**src/design/lrc_pkg.sv**
```systemverilog
// Shared types, constants and codes for the LRU keyed result cache.
// Used by the top level, the scan unit and the port checker; no dependencies.
package lrc_pkg;

  // Storage geometry
  localparam int ENTRIES  = 16;
  localparam int KEY_W    = 32;
  localparam int VALUE_W  = 32;
  localparam int COUNT_W  = 31;
  localparam int CAP_W    = 5;
  localparam int IDX_W    = (ENTRIES > 1) ? $clog2(ENTRIES) : 1;
  localparam int FILL_W   = $clog2(ENTRIES + 1);

  localparam logic [COUNT_W-1:0] COUNT_MAX   = {COUNT_W{1'b1}};
  localparam logic [CAP_W-1:0]   CAP_RESET   = CAP_W'(16);

  // Operation codes carried in the mode field
  localparam logic [1:0] MODE_LOOKUP = 2'd0;
  localparam logic [1:0] MODE_STORE  = 2'd1;
  localparam logic [1:0] MODE_CLEAR  = 2'd2;

  // Sequencer states
  typedef enum logic [1:0] {
    ST_IDLE,
    ST_SCAN,
    ST_APPLY
  } lrc_state_t;

  // Input item
  typedef struct packed {
    logic [1:0]         mode;
    logic [KEY_W-1:0]   key;
    logic [VALUE_W-1:0] value;
  } lrc_in_t;

  // Result item
  typedef struct packed {
    logic               hit;
    logic [VALUE_W-1:0] data_out;
    logic               evicted;
    logic [COUNT_W-1:0] hit_count;
    logic [COUNT_W-1:0] miss_count;
  } lrc_out_t;

  // Summary gathered by the entry scan
  typedef struct packed {
    logic              found;
    logic [IDX_W-1:0]  match_idx;
    logic [IDX_W-1:0]  match_rank;
    logic [FILL_W-1:0] fill;
    logic              oldest_found;
    logic [IDX_W-1:0]  oldest_idx;
    logic [IDX_W-1:0]  oldest_rank;
    logic              free_found;
    logic [IDX_W-1:0]  free_idx;
  } lrc_scan_t;

endpackage

```
**src/design/lru_keyed_result_cache_unit.sv**
```systemverilog
// Top level of the LRU keyed result cache: entry storage, sequencer,
// counters and result register. Depends on lrc_pkg and lrc_scan.
//
// Usage:
//   Input channel in_valid / in_stall / in_data carries one operation
//   (mode, key, value). It transfers when in_valid is high and in_stall low.
//   Result channel out_valid / out_stall / out_data returns exactly one
//   result per operation, in order, and transfers when out_valid is high
//   and out_stall low. Write capacity on cfg_valid / cfg_ready / cfg_data
//   while the block is idle; cfg_ready is always high.
//   Lookup and store pass through a start step, one scan step per entry in
//   the scan unit, which compares one key and one rank per cycle, and a
//   final step that writes back ranks and loads the result. Clear and the
//   unused mode skip the scan and go straight to the final step. in_stall
//   stays high from a transfer until the result is loaded, so one item is
//   in work at a time; a loaded result may wait in the output register
//   while the next item is taken.
//   When the receiver stalls, the result holds and the write-back waits
//   until the output register is free.
//   Reset empties all entries, zeroes both counters and sets capacity 16.
module lru_keyed_result_cache_unit (
  input  logic                         clk,
  input  logic                         rst_n,
  input  logic                         in_valid,
  output logic                         in_stall,
  input  lrc_pkg::lrc_in_t             in_data,
  output logic                         out_valid,
  input  logic                         out_stall,
  output lrc_pkg::lrc_out_t            out_data,
  input  logic                         cfg_valid,
  output logic                         cfg_ready,
  input  logic [lrc_pkg::CAP_W-1:0]    cfg_data
);

  localparam int ENTRIES = lrc_pkg::ENTRIES;
  localparam int IDX_W   = lrc_pkg::IDX_W;
  localparam int FILL_W  = lrc_pkg::FILL_W;
  localparam int COUNT_W = lrc_pkg::COUNT_W;

  // Entry storage
  logic [ENTRIES-1:0]              valid_r;
  logic [lrc_pkg::KEY_W-1:0]       key_r   [ENTRIES];
  logic [lrc_pkg::VALUE_W-1:0]     value_r [ENTRIES];
  logic [IDX_W-1:0]                rank_r  [ENTRIES];

  // Control and counters
  lrc_pkg::lrc_state_t             state_r, state_nxt;
  logic [IDX_W-1:0]                idx_r;
  lrc_pkg::lrc_in_t                op_r;
  logic [lrc_pkg::CAP_W-1:0]       capacity_r;
  logic [COUNT_W-1:0]              hits_r, hits_nxt;
  logic [COUNT_W-1:0]              misses_r, misses_nxt;
  logic                            out_valid_r;
  lrc_pkg::lrc_out_t               out_data_r, result;

  logic                            in_xfer;
  logic                            scan_start, scan_step, apply_fire;
  lrc_pkg::lrc_scan_t              scan;

  logic [FILL_W-1:0]               cap_eff;
  logic                            do_hit, do_promote, do_insert, do_evict, do_clear;
  logic [IDX_W-1:0]                ins_slot;

  assign in_xfer   = in_valid && !in_stall;
  assign in_stall  = (state_r != lrc_pkg::ST_IDLE);
  assign out_valid = out_valid_r;
  assign out_data  = out_data_r;
  assign cfg_ready = 1'b1;

  // Shared scan unit
  lrc_scan u_scan (
    .clk       (clk),
    .rst_n     (rst_n),
    .start     (scan_start),
    .step      (scan_step),
    .idx       (idx_r),
    .ent_valid (valid_r[idx_r]),
    .ent_key   (key_r[idx_r]),
    .ent_rank  (rank_r[idx_r]),
    .key       (op_r.key),
    .summary   (scan)
  );

  // Sequencer: next state and step controls
  always_comb begin
    state_nxt  = state_r;
    scan_start = 1'b0;
    scan_step  = 1'b0;
    apply_fire = 1'b0;
    case (state_r)
      lrc_pkg::ST_IDLE: begin
        if (in_xfer) begin
          scan_start = 1'b1;
          if ((in_data.mode == lrc_pkg::MODE_LOOKUP) ||
              (in_data.mode == lrc_pkg::MODE_STORE)) begin
            state_nxt = lrc_pkg::ST_SCAN;
          end else begin
            state_nxt = lrc_pkg::ST_APPLY;
          end
        end
      end
      lrc_pkg::ST_SCAN: begin
        scan_step = 1'b1;
        if (idx_r == IDX_W'(ENTRIES - 1)) begin
          state_nxt = lrc_pkg::ST_APPLY;
        end
      end
      lrc_pkg::ST_APPLY: begin
        if (!out_valid_r || !out_stall) begin
          apply_fire = 1'b1;
          state_nxt  = lrc_pkg::ST_IDLE;
        end
      end
      default: begin
        state_nxt = lrc_pkg::ST_IDLE;
      end
    endcase
  end

  // Clamp the capacity to 1..ENTRIES
  always_comb begin
    if (capacity_r == '0) begin
      cap_eff = FILL_W'(1);
    end else if (32'(capacity_r) > 32'(ENTRIES)) begin
      cap_eff = FILL_W'(ENTRIES);
    end else begin
      cap_eff = FILL_W'(capacity_r);
    end
  end

  // Decide the operation outcome from the scan summary
  always_comb begin
    do_hit     = 1'b0;
    do_promote = 1'b0;
    do_insert  = 1'b0;
    do_evict   = 1'b0;
    do_clear   = 1'b0;
    hits_nxt   = hits_r;
    misses_nxt = misses_r;
    ins_slot   = scan.free_idx;
    case (op_r.mode)
      lrc_pkg::MODE_LOOKUP: begin
        if (scan.found) begin
          do_hit     = 1'b1;
          do_promote = 1'b1;
          if (hits_r != lrc_pkg::COUNT_MAX) begin
            hits_nxt = hits_r + COUNT_W'(1);
          end
        end else if (misses_r != lrc_pkg::COUNT_MAX) begin
          misses_nxt = misses_r + COUNT_W'(1);
        end
      end
      lrc_pkg::MODE_STORE: begin
        if (scan.found) begin
          do_promote = 1'b1;
        end else begin
          do_insert = 1'b1;
          if (scan.fill >= cap_eff) begin
            do_evict = 1'b1;
            ins_slot = scan.oldest_idx;
          end
        end
      end
      lrc_pkg::MODE_CLEAR: begin
        do_clear   = 1'b1;
        hits_nxt   = '0;
        misses_nxt = '0;
      end
      default: begin
        do_hit = 1'b0;
      end
    endcase

    result.hit        = do_hit;
    result.data_out   = do_hit ? value_r[scan.match_idx] : '0;
    result.evicted    = do_evict;
    result.hit_count  = hits_nxt;
    result.miss_count = misses_nxt;
  end

  // Control registers, valid bits, counters and result valid flag
  always_ff @(posedge clk) begin
    if (!rst_n) begin
      state_r     <= lrc_pkg::ST_IDLE;
      idx_r       <= '0;
      capacity_r  <= lrc_pkg::CAP_RESET;
      hits_r      <= '0;
      misses_r    <= '0;
      out_valid_r <= 1'b0;
      valid_r     <= '0;
    end else begin
      state_r <= state_nxt;
      if (scan_start) begin
        idx_r <= '0;
      end else if (scan_step) begin
        idx_r <= idx_r + IDX_W'(1);
      end
      if (cfg_valid && cfg_ready) begin
        capacity_r <= cfg_data;
      end
      if (apply_fire) begin
        out_valid_r <= 1'b1;
      end else if (out_valid_r && !out_stall) begin
        out_valid_r <= 1'b0;
      end
      if (apply_fire) begin
        hits_r   <= hits_nxt;
        misses_r <= misses_nxt;
        if (do_clear) begin
          valid_r <= '0;
        end else if (do_insert) begin
          valid_r[ins_slot] <= 1'b1;
        end
      end
    end
  end

  // Payload: latched operation, result, keys, values and ranks
  always_ff @(posedge clk) begin
    if (in_xfer) begin
      op_r <= in_data;
    end
    if (apply_fire) begin
      out_data_r <= result;
      if (do_promote) begin
        for (int i = 0; i < ENTRIES; i++) begin
          if (valid_r[i] && (IDX_W'(i) != scan.match_idx) &&
              (rank_r[i] < scan.match_rank)) begin
            rank_r[i] <= rank_r[i] + IDX_W'(1);
          end
        end
        rank_r[scan.match_idx] <= '0;
        if (op_r.mode == lrc_pkg::MODE_STORE) begin
          value_r[scan.match_idx] <= op_r.value;
        end
      end else if (do_insert) begin
        // Age every other valid entry, then place the new one as newest
        for (int i = 0; i < ENTRIES; i++) begin
          if (valid_r[i] && (IDX_W'(i) != ins_slot)) begin
            rank_r[i] <= rank_r[i] + IDX_W'(1);
          end
        end
        rank_r[ins_slot]  <= '0;
        key_r[ins_slot]   <= op_r.key;
        value_r[ins_slot] <= op_r.value;
      end
    end
  end

endmodule

```
**src/design/lrc_scan.sv**
```systemverilog
// Entry scan unit: one key compare and one rank compare per cycle while step is high.
// Accumulates match, fill, oldest and first free slot; uses lrc_pkg.
module lrc_scan (
  input  logic                       clk,
  input  logic                       rst_n,
  input  logic                       start,
  input  logic                       step,
  input  logic [lrc_pkg::IDX_W-1:0]  idx,
  input  logic                       ent_valid,
  input  logic [lrc_pkg::KEY_W-1:0]  ent_key,
  input  logic [lrc_pkg::IDX_W-1:0]  ent_rank,
  input  logic [lrc_pkg::KEY_W-1:0]  key,
  output lrc_pkg::lrc_scan_t         summary
);

  localparam int FILL_W = lrc_pkg::FILL_W;

  lrc_pkg::lrc_scan_t acc_r;
  lrc_pkg::lrc_scan_t acc_nxt;

  // Fold the current entry into the running summary
  always_comb begin
    acc_nxt = acc_r;
    if (start) begin
      acc_nxt              = '0;
    end else if (step) begin
      if (ent_valid) begin
        acc_nxt.fill = acc_r.fill + FILL_W'(1);
        if (!acc_r.oldest_found || (ent_rank > acc_r.oldest_rank)) begin
          acc_nxt.oldest_found = 1'b1;
          acc_nxt.oldest_idx   = idx;
          acc_nxt.oldest_rank  = ent_rank;
        end
        if (!acc_r.found && (ent_key == key)) begin
          acc_nxt.found      = 1'b1;
          acc_nxt.match_idx  = idx;
          acc_nxt.match_rank = ent_rank;
        end
      end else if (!acc_r.free_found) begin
        acc_nxt.free_found = 1'b1;
        acc_nxt.free_idx   = idx;
      end
    end
  end

  // Hold the summary between steps
  always_ff @(posedge clk) begin
    if (!rst_n) begin
      acc_r <= '0;
    end else begin
      acc_r <= acc_nxt;
    end
  end

  assign summary = acc_r;

endmodule

```
**config.mk**
```make
export PLATFORM = sky130hd
export DESIGN_NAME = lru_keyed_result_cache_unit
export DESIGN_NICKNAME = d
export VERILOG_FILES = /design/src/design/lrc_pkg.sv /design/src/design/lru_keyed_result_cache_unit.sv /design/src/design/lrc_scan.sv
export SDC_FILE = /design/constraint.sdc
export NUM_CORES = 2
export LEC_CHECK = 0
export CORE_MARGIN = 2
export CORE_UTILIZATION = 45
export CTS_CLUSTER_SIZE = 40
export DETAILED_ROUTE_END_ITERATION = 8
export DONT_BUFFER_PORTS = 1
export SLEW_MARGIN = 20
export SYNTH_ARGS = -nofsm -noshare
export SYNTH_HDL_FRONTEND = slang
export SYNTH_SLANG_ARGS = --single-unit
export TNS_END_PERCENT = 100
```
**constraint.sdc**
```tcl
create_clock -name clk -period 5.6 [get_ports clk]
set_input_delay 1.12 -clock clk [delete_from_list [all_inputs] [get_ports clk]]
set_output_delay 1.12 -clock clk [all_outputs]
set_load 0.005 [all_outputs]
```
======== Word level (Yosys, flattened, before mapping) ========
Memories as Yosys holds them, arrays and structs flattened. A register that Yosys moved wholly into a read port is not among the register bits.
Cells that the tools add are included.
storage, ports and cells
  register bits ........................... 248
  RAM bits ................................ 1088
  bits of input ports ..................... 76
  memories kept ........................... 3
memories
  name     words  width  rd ports  clocked after memory_dff  write ports  line                               text
  key_r    16     32     1         1                         1            lru_keyed_result_cache_unit.sv:42  logic [lrc_pkg::KEY_W-1:0] key_r [ENTRIES];
  value_r  16     32     1         1                         1            lru_keyed_result_cache_unit.sv:43  logic [lrc_pkg::VALUE_W-1:0] value_r [ENTRIES];
  rank_r   16     4      17        1                         17           lru_keyed_result_cache_unit.sv:44  logic [IDX_W-1:0] rank_r [ENTRIES];
cells by class
  $add $sub $neg .......................... 20
  magnitude comparators ................... 22
  eq/ne operators ......................... 42
  mux-type cells .......................... 217
  bitwise logic cells ..................... 21
  reductions and logical operators ........ 82
operator list
  operator                 number
  $mux W1                  173
  $mux W31                 4
  $pmux W31 S2             2
  $mux W4                  26
  $add A4 B1 Y4 const B    17
  $lt A4 B4 Y1             16
  $ne A4 B4 Y1 const A     16
  $add A31 B1 Y31 const B  2
  $ne A31 B31 Y1 const B   2
  $logic_and A1 B1 Y1      52
  $eq A32 B32 Y1           1
  $mux W16                 2
  $mux W32                 1
  $ne A3 B4 Y1 const A     8
  $reduce_or A32 Y1        1
  $ne A2 B4 Y1 const A     4
  $or A1 B1 Y1             16
  $or A16 B16 Y16          1
  $reduce_and A3 Y1        4
  $lt A4 B5 Y1 const B     2
  $mux W5                  2
  $mux W2                  4
  $ne A1 B4 Y1 const A     2
  $reduce_bool A4 Y1       2
  other kinds (21)         44

======== Depth between registers and ports, before layout ========
  depth in word-level cells ............... 15
  gate-level depth with buffers ........... 21

======== Cells and area by module ========
Synthesis repeated with hierarchy kept, for this count alone.
second synthesis, totals
  cells, all modules ...................... 3384
  area total of the unflattened synthesis .. 57569.0 µm²
modules (own cells, without submodules)
  module                       instances  cells each  area an instance (µm²)
  lru_keyed_result_cache_unit  1          3215        56046.3
  lrc_scan                     1          169         1522.7

======== Worst setup path before layout ========
No wires, ideal clock.
  path type ............................... input to register
  from .................................... input port out_stall
  to ...................................... register valid_r[0]
  arrival ................................. 5173 ps
  setup slack ............................. 310 ps
  stages .................................. 8
  buffers on the path ..................... 3
  path through ............................ nand2_1 -> nand2b_1 -> clkbuf_1 -> inv_1 -> clkbuf_1 -> clkbuf_1 -> a21boi_0 -> o21a_1
between the ends
  cells in the longest elaborated chain, start to end .. 5
ends and longest elaborated chain
  element                             line                                text
  start, declared                     lru_keyed_result_cache_unit.sv:28   input logic out_stall,
  $logic_not A1 Y1                    lru_keyed_result_cache_unit.sv:109  if (!out_valid_r || !out_stall) begin
  $logic_or A1 B1 Y1                  lru_keyed_result_cache_unit.sv:109
  $mux W1                             lru_keyed_result_cache_unit.sv:109
  $mux W1                             lru_keyed_result_cache_unit.sv:90   case (state_r)
  via apply_fire                      lru_keyed_result_cache_unit.sv:57   logic scan_start, scan_step, apply_fire;
  $reduce_and A2 Y1 (no source line)  --
  end signal, assigned                lru_keyed_result_cache_unit.sv:190  valid_r <= '0;
  end signal, assigned                lru_keyed_result_cache_unit.sv:210  valid_r <= '0;
  end signal, assigned by index       lru_keyed_result_cache_unit.sv:212  valid_r[ins_slot] <= 1'b1;
  end, declared                       lru_keyed_result_cache_unit.sv:41   logic [ENTRIES-1:0] valid_r;
The timed path passes the listed nets, and every way through them passes these cells.
A chain may end at the register's enable or synchronous reset.

==> reports/results.ini <==
[global_route]
grt_max_degree=96
grt_pass1_wl_mm=200
grt_pass1_vias=30530
grt_overflow=0
grt.total_usage=0.206
antenna_found_initial=11

[clock_network]
cts.hold.buffers_added=0
cts_root_buf=clkbuf_16
htreeDepth=4
post-cts-setup-buffers=0
clk_path_buf_depth=3
cts.sinks=1372
cts_resized=0
cts.clk_slew.worst_paths_ns=0.06
cts_made_buffers=143
clk_latency_ns=0.79
cts_tree=built

[power_and_ir_drop]
netSwitchingFraction=0.209
power.density_nw_per_um2=334
clkPwrFrac=0.450
leakagePower_nw=20.2
p_int_mw=16.9
pwr-share-seq=0.533
p_sw_mw=4.46
pwr-share-comb=0.017
ir_drop_uv=309

[floorplanning]
io_pins=175
fp.coreArea_um2=126000
die_area_um2=130000
die_y_um=360
die_w_um=360
initial_core_util=0.453
num_rows=130

[sta]
fin_setup_tns_ns=0
fin_crit_sh=0.775
hold_viol_final=0
layout_setup_ws_ns=1.26
fmax_mhz=231
fin_crit_ns=4.34
slew_headroom=0.324
worstMarginPinSlew_ns=1.00
setup_violations=0
rsz0062_at_grt=false
clock_skew_ns=0.0271
finalMaxSlewViolations=0

[placement]
dp_hpwl_mm=81.1
placedCellCount=4929
place.gp.congestion=0.855
placed_area_um2=59000
port_buffers=0
pre_cts_ws_ns=1.22

[setup_path]
crit_top_cell=buf_4
worstSetupPathType=register to register
critical_path.max_stage_delay_ns=0.69
reg2regPathDepth=12
regToRegSetupSlack_ns=1.26
r2r-end=u_scan.summary[22]
critPathMaxFanout=31
end_kind=register
required_ns=6.25
cp.arrival_ns=4.99
start_kind=register
cp_num_buf_inv=3
path_cells=buf_12, buf_4, mux4_1, a22o_1, a221oi_2, xnor2_1, a2111oi_1, nand4_1, nor4_2, buf_4, mux2i_1, nor2_1
cp_top_family=compound AO/OA/AOI/OAI gates
cp_slowest_cell=dfxtp_4

[synthesis]
syn_avg_cell_area_um2=17.0
synth_edf_count=1186
ys_ff_latch=1372
dominantRegCellSynth=edfxtp_1
seq_area_frac_synth=0.690
async_flop_share=0
synthDistinctLibCells=79
ys_warn_count=0
synth_area_um2=57000
syn_inst=3363
syn_nets=3516

[worst_hold_path]
hold-path-cell-count=0
min_to=op_r[10]
hold_path_class=input pin to register
worst_hold_startpoint=in_data[10]

[final_layout]
multi_input_area_um2=16600
utilization=0.508
area_growth_syn_to_layout_pct=11.9
final_cell_count_no_fill=5191
drive_gt1_frac=0.181
seqCellArea_um2=39400
finalNetCount=3577
finish.instance_area_um2=63800
nFillCells=10165

[routing]
vias=30126
dr.pass1.iters=8
routed_via_density=5.80
drtIter0Drc=2777
drc=0
avgRoutedWirePerCell_um=25.6
wirelength_mm=133
antenna_left=0

[run]
maxCapViolations=0

[outcome]
status=complete, no violations

[worst max-delay path by stage]
stage	start	to	slack (ns)	cells after the start
after CTS	register	u_scan.summary[22]	1.20	12
after detailed placement	register	u_scan.summary[22]	1.22	12
after floorplan	out_stall	valid_r[0]	0.31	8
after global placement	register	u_scan.summary[19]	1.29	12
final	register	u_scan.summary[22]	1.26	12
after global routing	register	u_scan.summary[19]	0.98	12
[per-stage QoR]
step           hold WS [ns]  total power [mW]
2_1_floorplan         0.438              11.8
6_report              0.422              21.3
4_1_cts               0.353              21.5
3_3_place_gp          0.448              11.9
5_1_grt               0.376              22.0
3_5_place_dp          0.462              11.9
[layer usage]
layer  GRT usage  vias up  wire length, um
met5           0        -              124
met2       0.318      882            61700
met4      0.0657       18             3390
met3      0.0462      217             8560
met1       0.293    15585            59300
li1            -    13424                -
[power groups by stage]
stage               combinational [mW]  sequential (mW)  clock, mW
finish                           0.353             11.4       9.60
floorplan                        0.273             11.5          0
global placement                 0.354             11.6          0
global route                     0.381             11.4       10.2
detailed placement               0.355             11.6          0
CTS                              0.356             11.4       9.81
[cells in the mapped netlist (8+ instances only)]
cell / count / share of area
xor2_1: 83 / 0.013
clkbuf_1: 94 / 0.0062
nand2_1: 142 / 0.0093
a22oi_1: 15 / 0.0020
mux2i_1: 139 / 0.024
dfxtp_1: 186 / 0.065
buf_12: 9 / 0.0032
xnor2_1: 71 / 0.011
mux4_1: 21 / 0.0097
nor3_1: 26 / 0.0023
a21o_1: 10 / 0.0013
a21oi_1: 130 / 0.011
o31ai_1: 10 / 0.0013
clkbuf_8: 17 / 0.0041
a221oi_1: 20 / 0.0031
mux4_2: 263 / 0.10
mux2_2: 8 / 0.0016
a21boi_0: 18 / 0.0024
o21ai_0: 67 / 0.0059
inv_1: 23 / 0.0015
a31oi_1: 19 / 0.0021
nor2b_1: 92 / 0.010
nand3_1: 85 / 0.0075
nand4_1: 23 / 0.0025
o21a_1: 9 / 0.0012
and4_1: 25 / 0.0038
ha_1: 77 / 0.017
buf_1: 18 / 0.0012
and3_1: 22 / 0.0024
edfxtp_1: 1186 / 0.62
nor4_1: 11 / 0.0012
and2_1: 30 / 0.0033
a211oi_1: 27 / 0.0036
buf_2: 15 / 0.0013
nor2_1: 227 / 0.015
buf_6: 12 / 0.0024
nand2b_1: 29 / 0.0032
[area by class of cell]
class	count	area share
Tap cell	1650	0.0323
Multi-Input combinational cell	1793	0.261
Antenna cell	1	0.0000392
Clock inverter	86	0.0155
Sequential cell	1372	0.617
Clock buffer	175	0.0594
Inverter	25	0.00155
Timing Repair Buffer	89	0.0136
[cell families (layout without fill, tap and decap cells)]
kind of cell | after synthesis | after routing | share of synthesized area
adder cells (fa/ha/maj) | 77 | 77 | 0.0169
buffers and inverters | 198 | 375 | 0.0212
AO/OA/AOI/OAI | 385 | 385 | 0.0437
XOR/XNOR | 154 | 154 | 0.0237
other | 1 | 2 | 0.0000658
flip-flops | 1372 | 1372 | 0.690
AND/OR/NAND/NOR | 745 | 745 | 0.0650
multiplexers | 431 | 431 | 0.140
[flip-flops by register name, indices dropped and copies added (netlist names), named ones only]
signal	cells
u_scan.summary	28
idx_r	4
op_r	66
out_valid	1
misses_r	31
rank_r	64
hits_r	31
key_r	512
value_r	512
capacity_r	5
out_data	96
state_r	2
valid_r	16
[cells in the final DEF, fill, tap and decap left out, drive strengths merged, types with 65 or more instances in the layout]
cell and instances:
a21oi 130, buf 89, clkbuf 175, clkinv 65
dfxtp 186, edfxtp 1186, ha 77, mux2i 139
mux4 284, nand2 142, nand3 85, nor2 227
nor2b 92, o21ai 70, xnor2 71, xor2 83
Note: power is estimated with default switching activity, not from simulation.
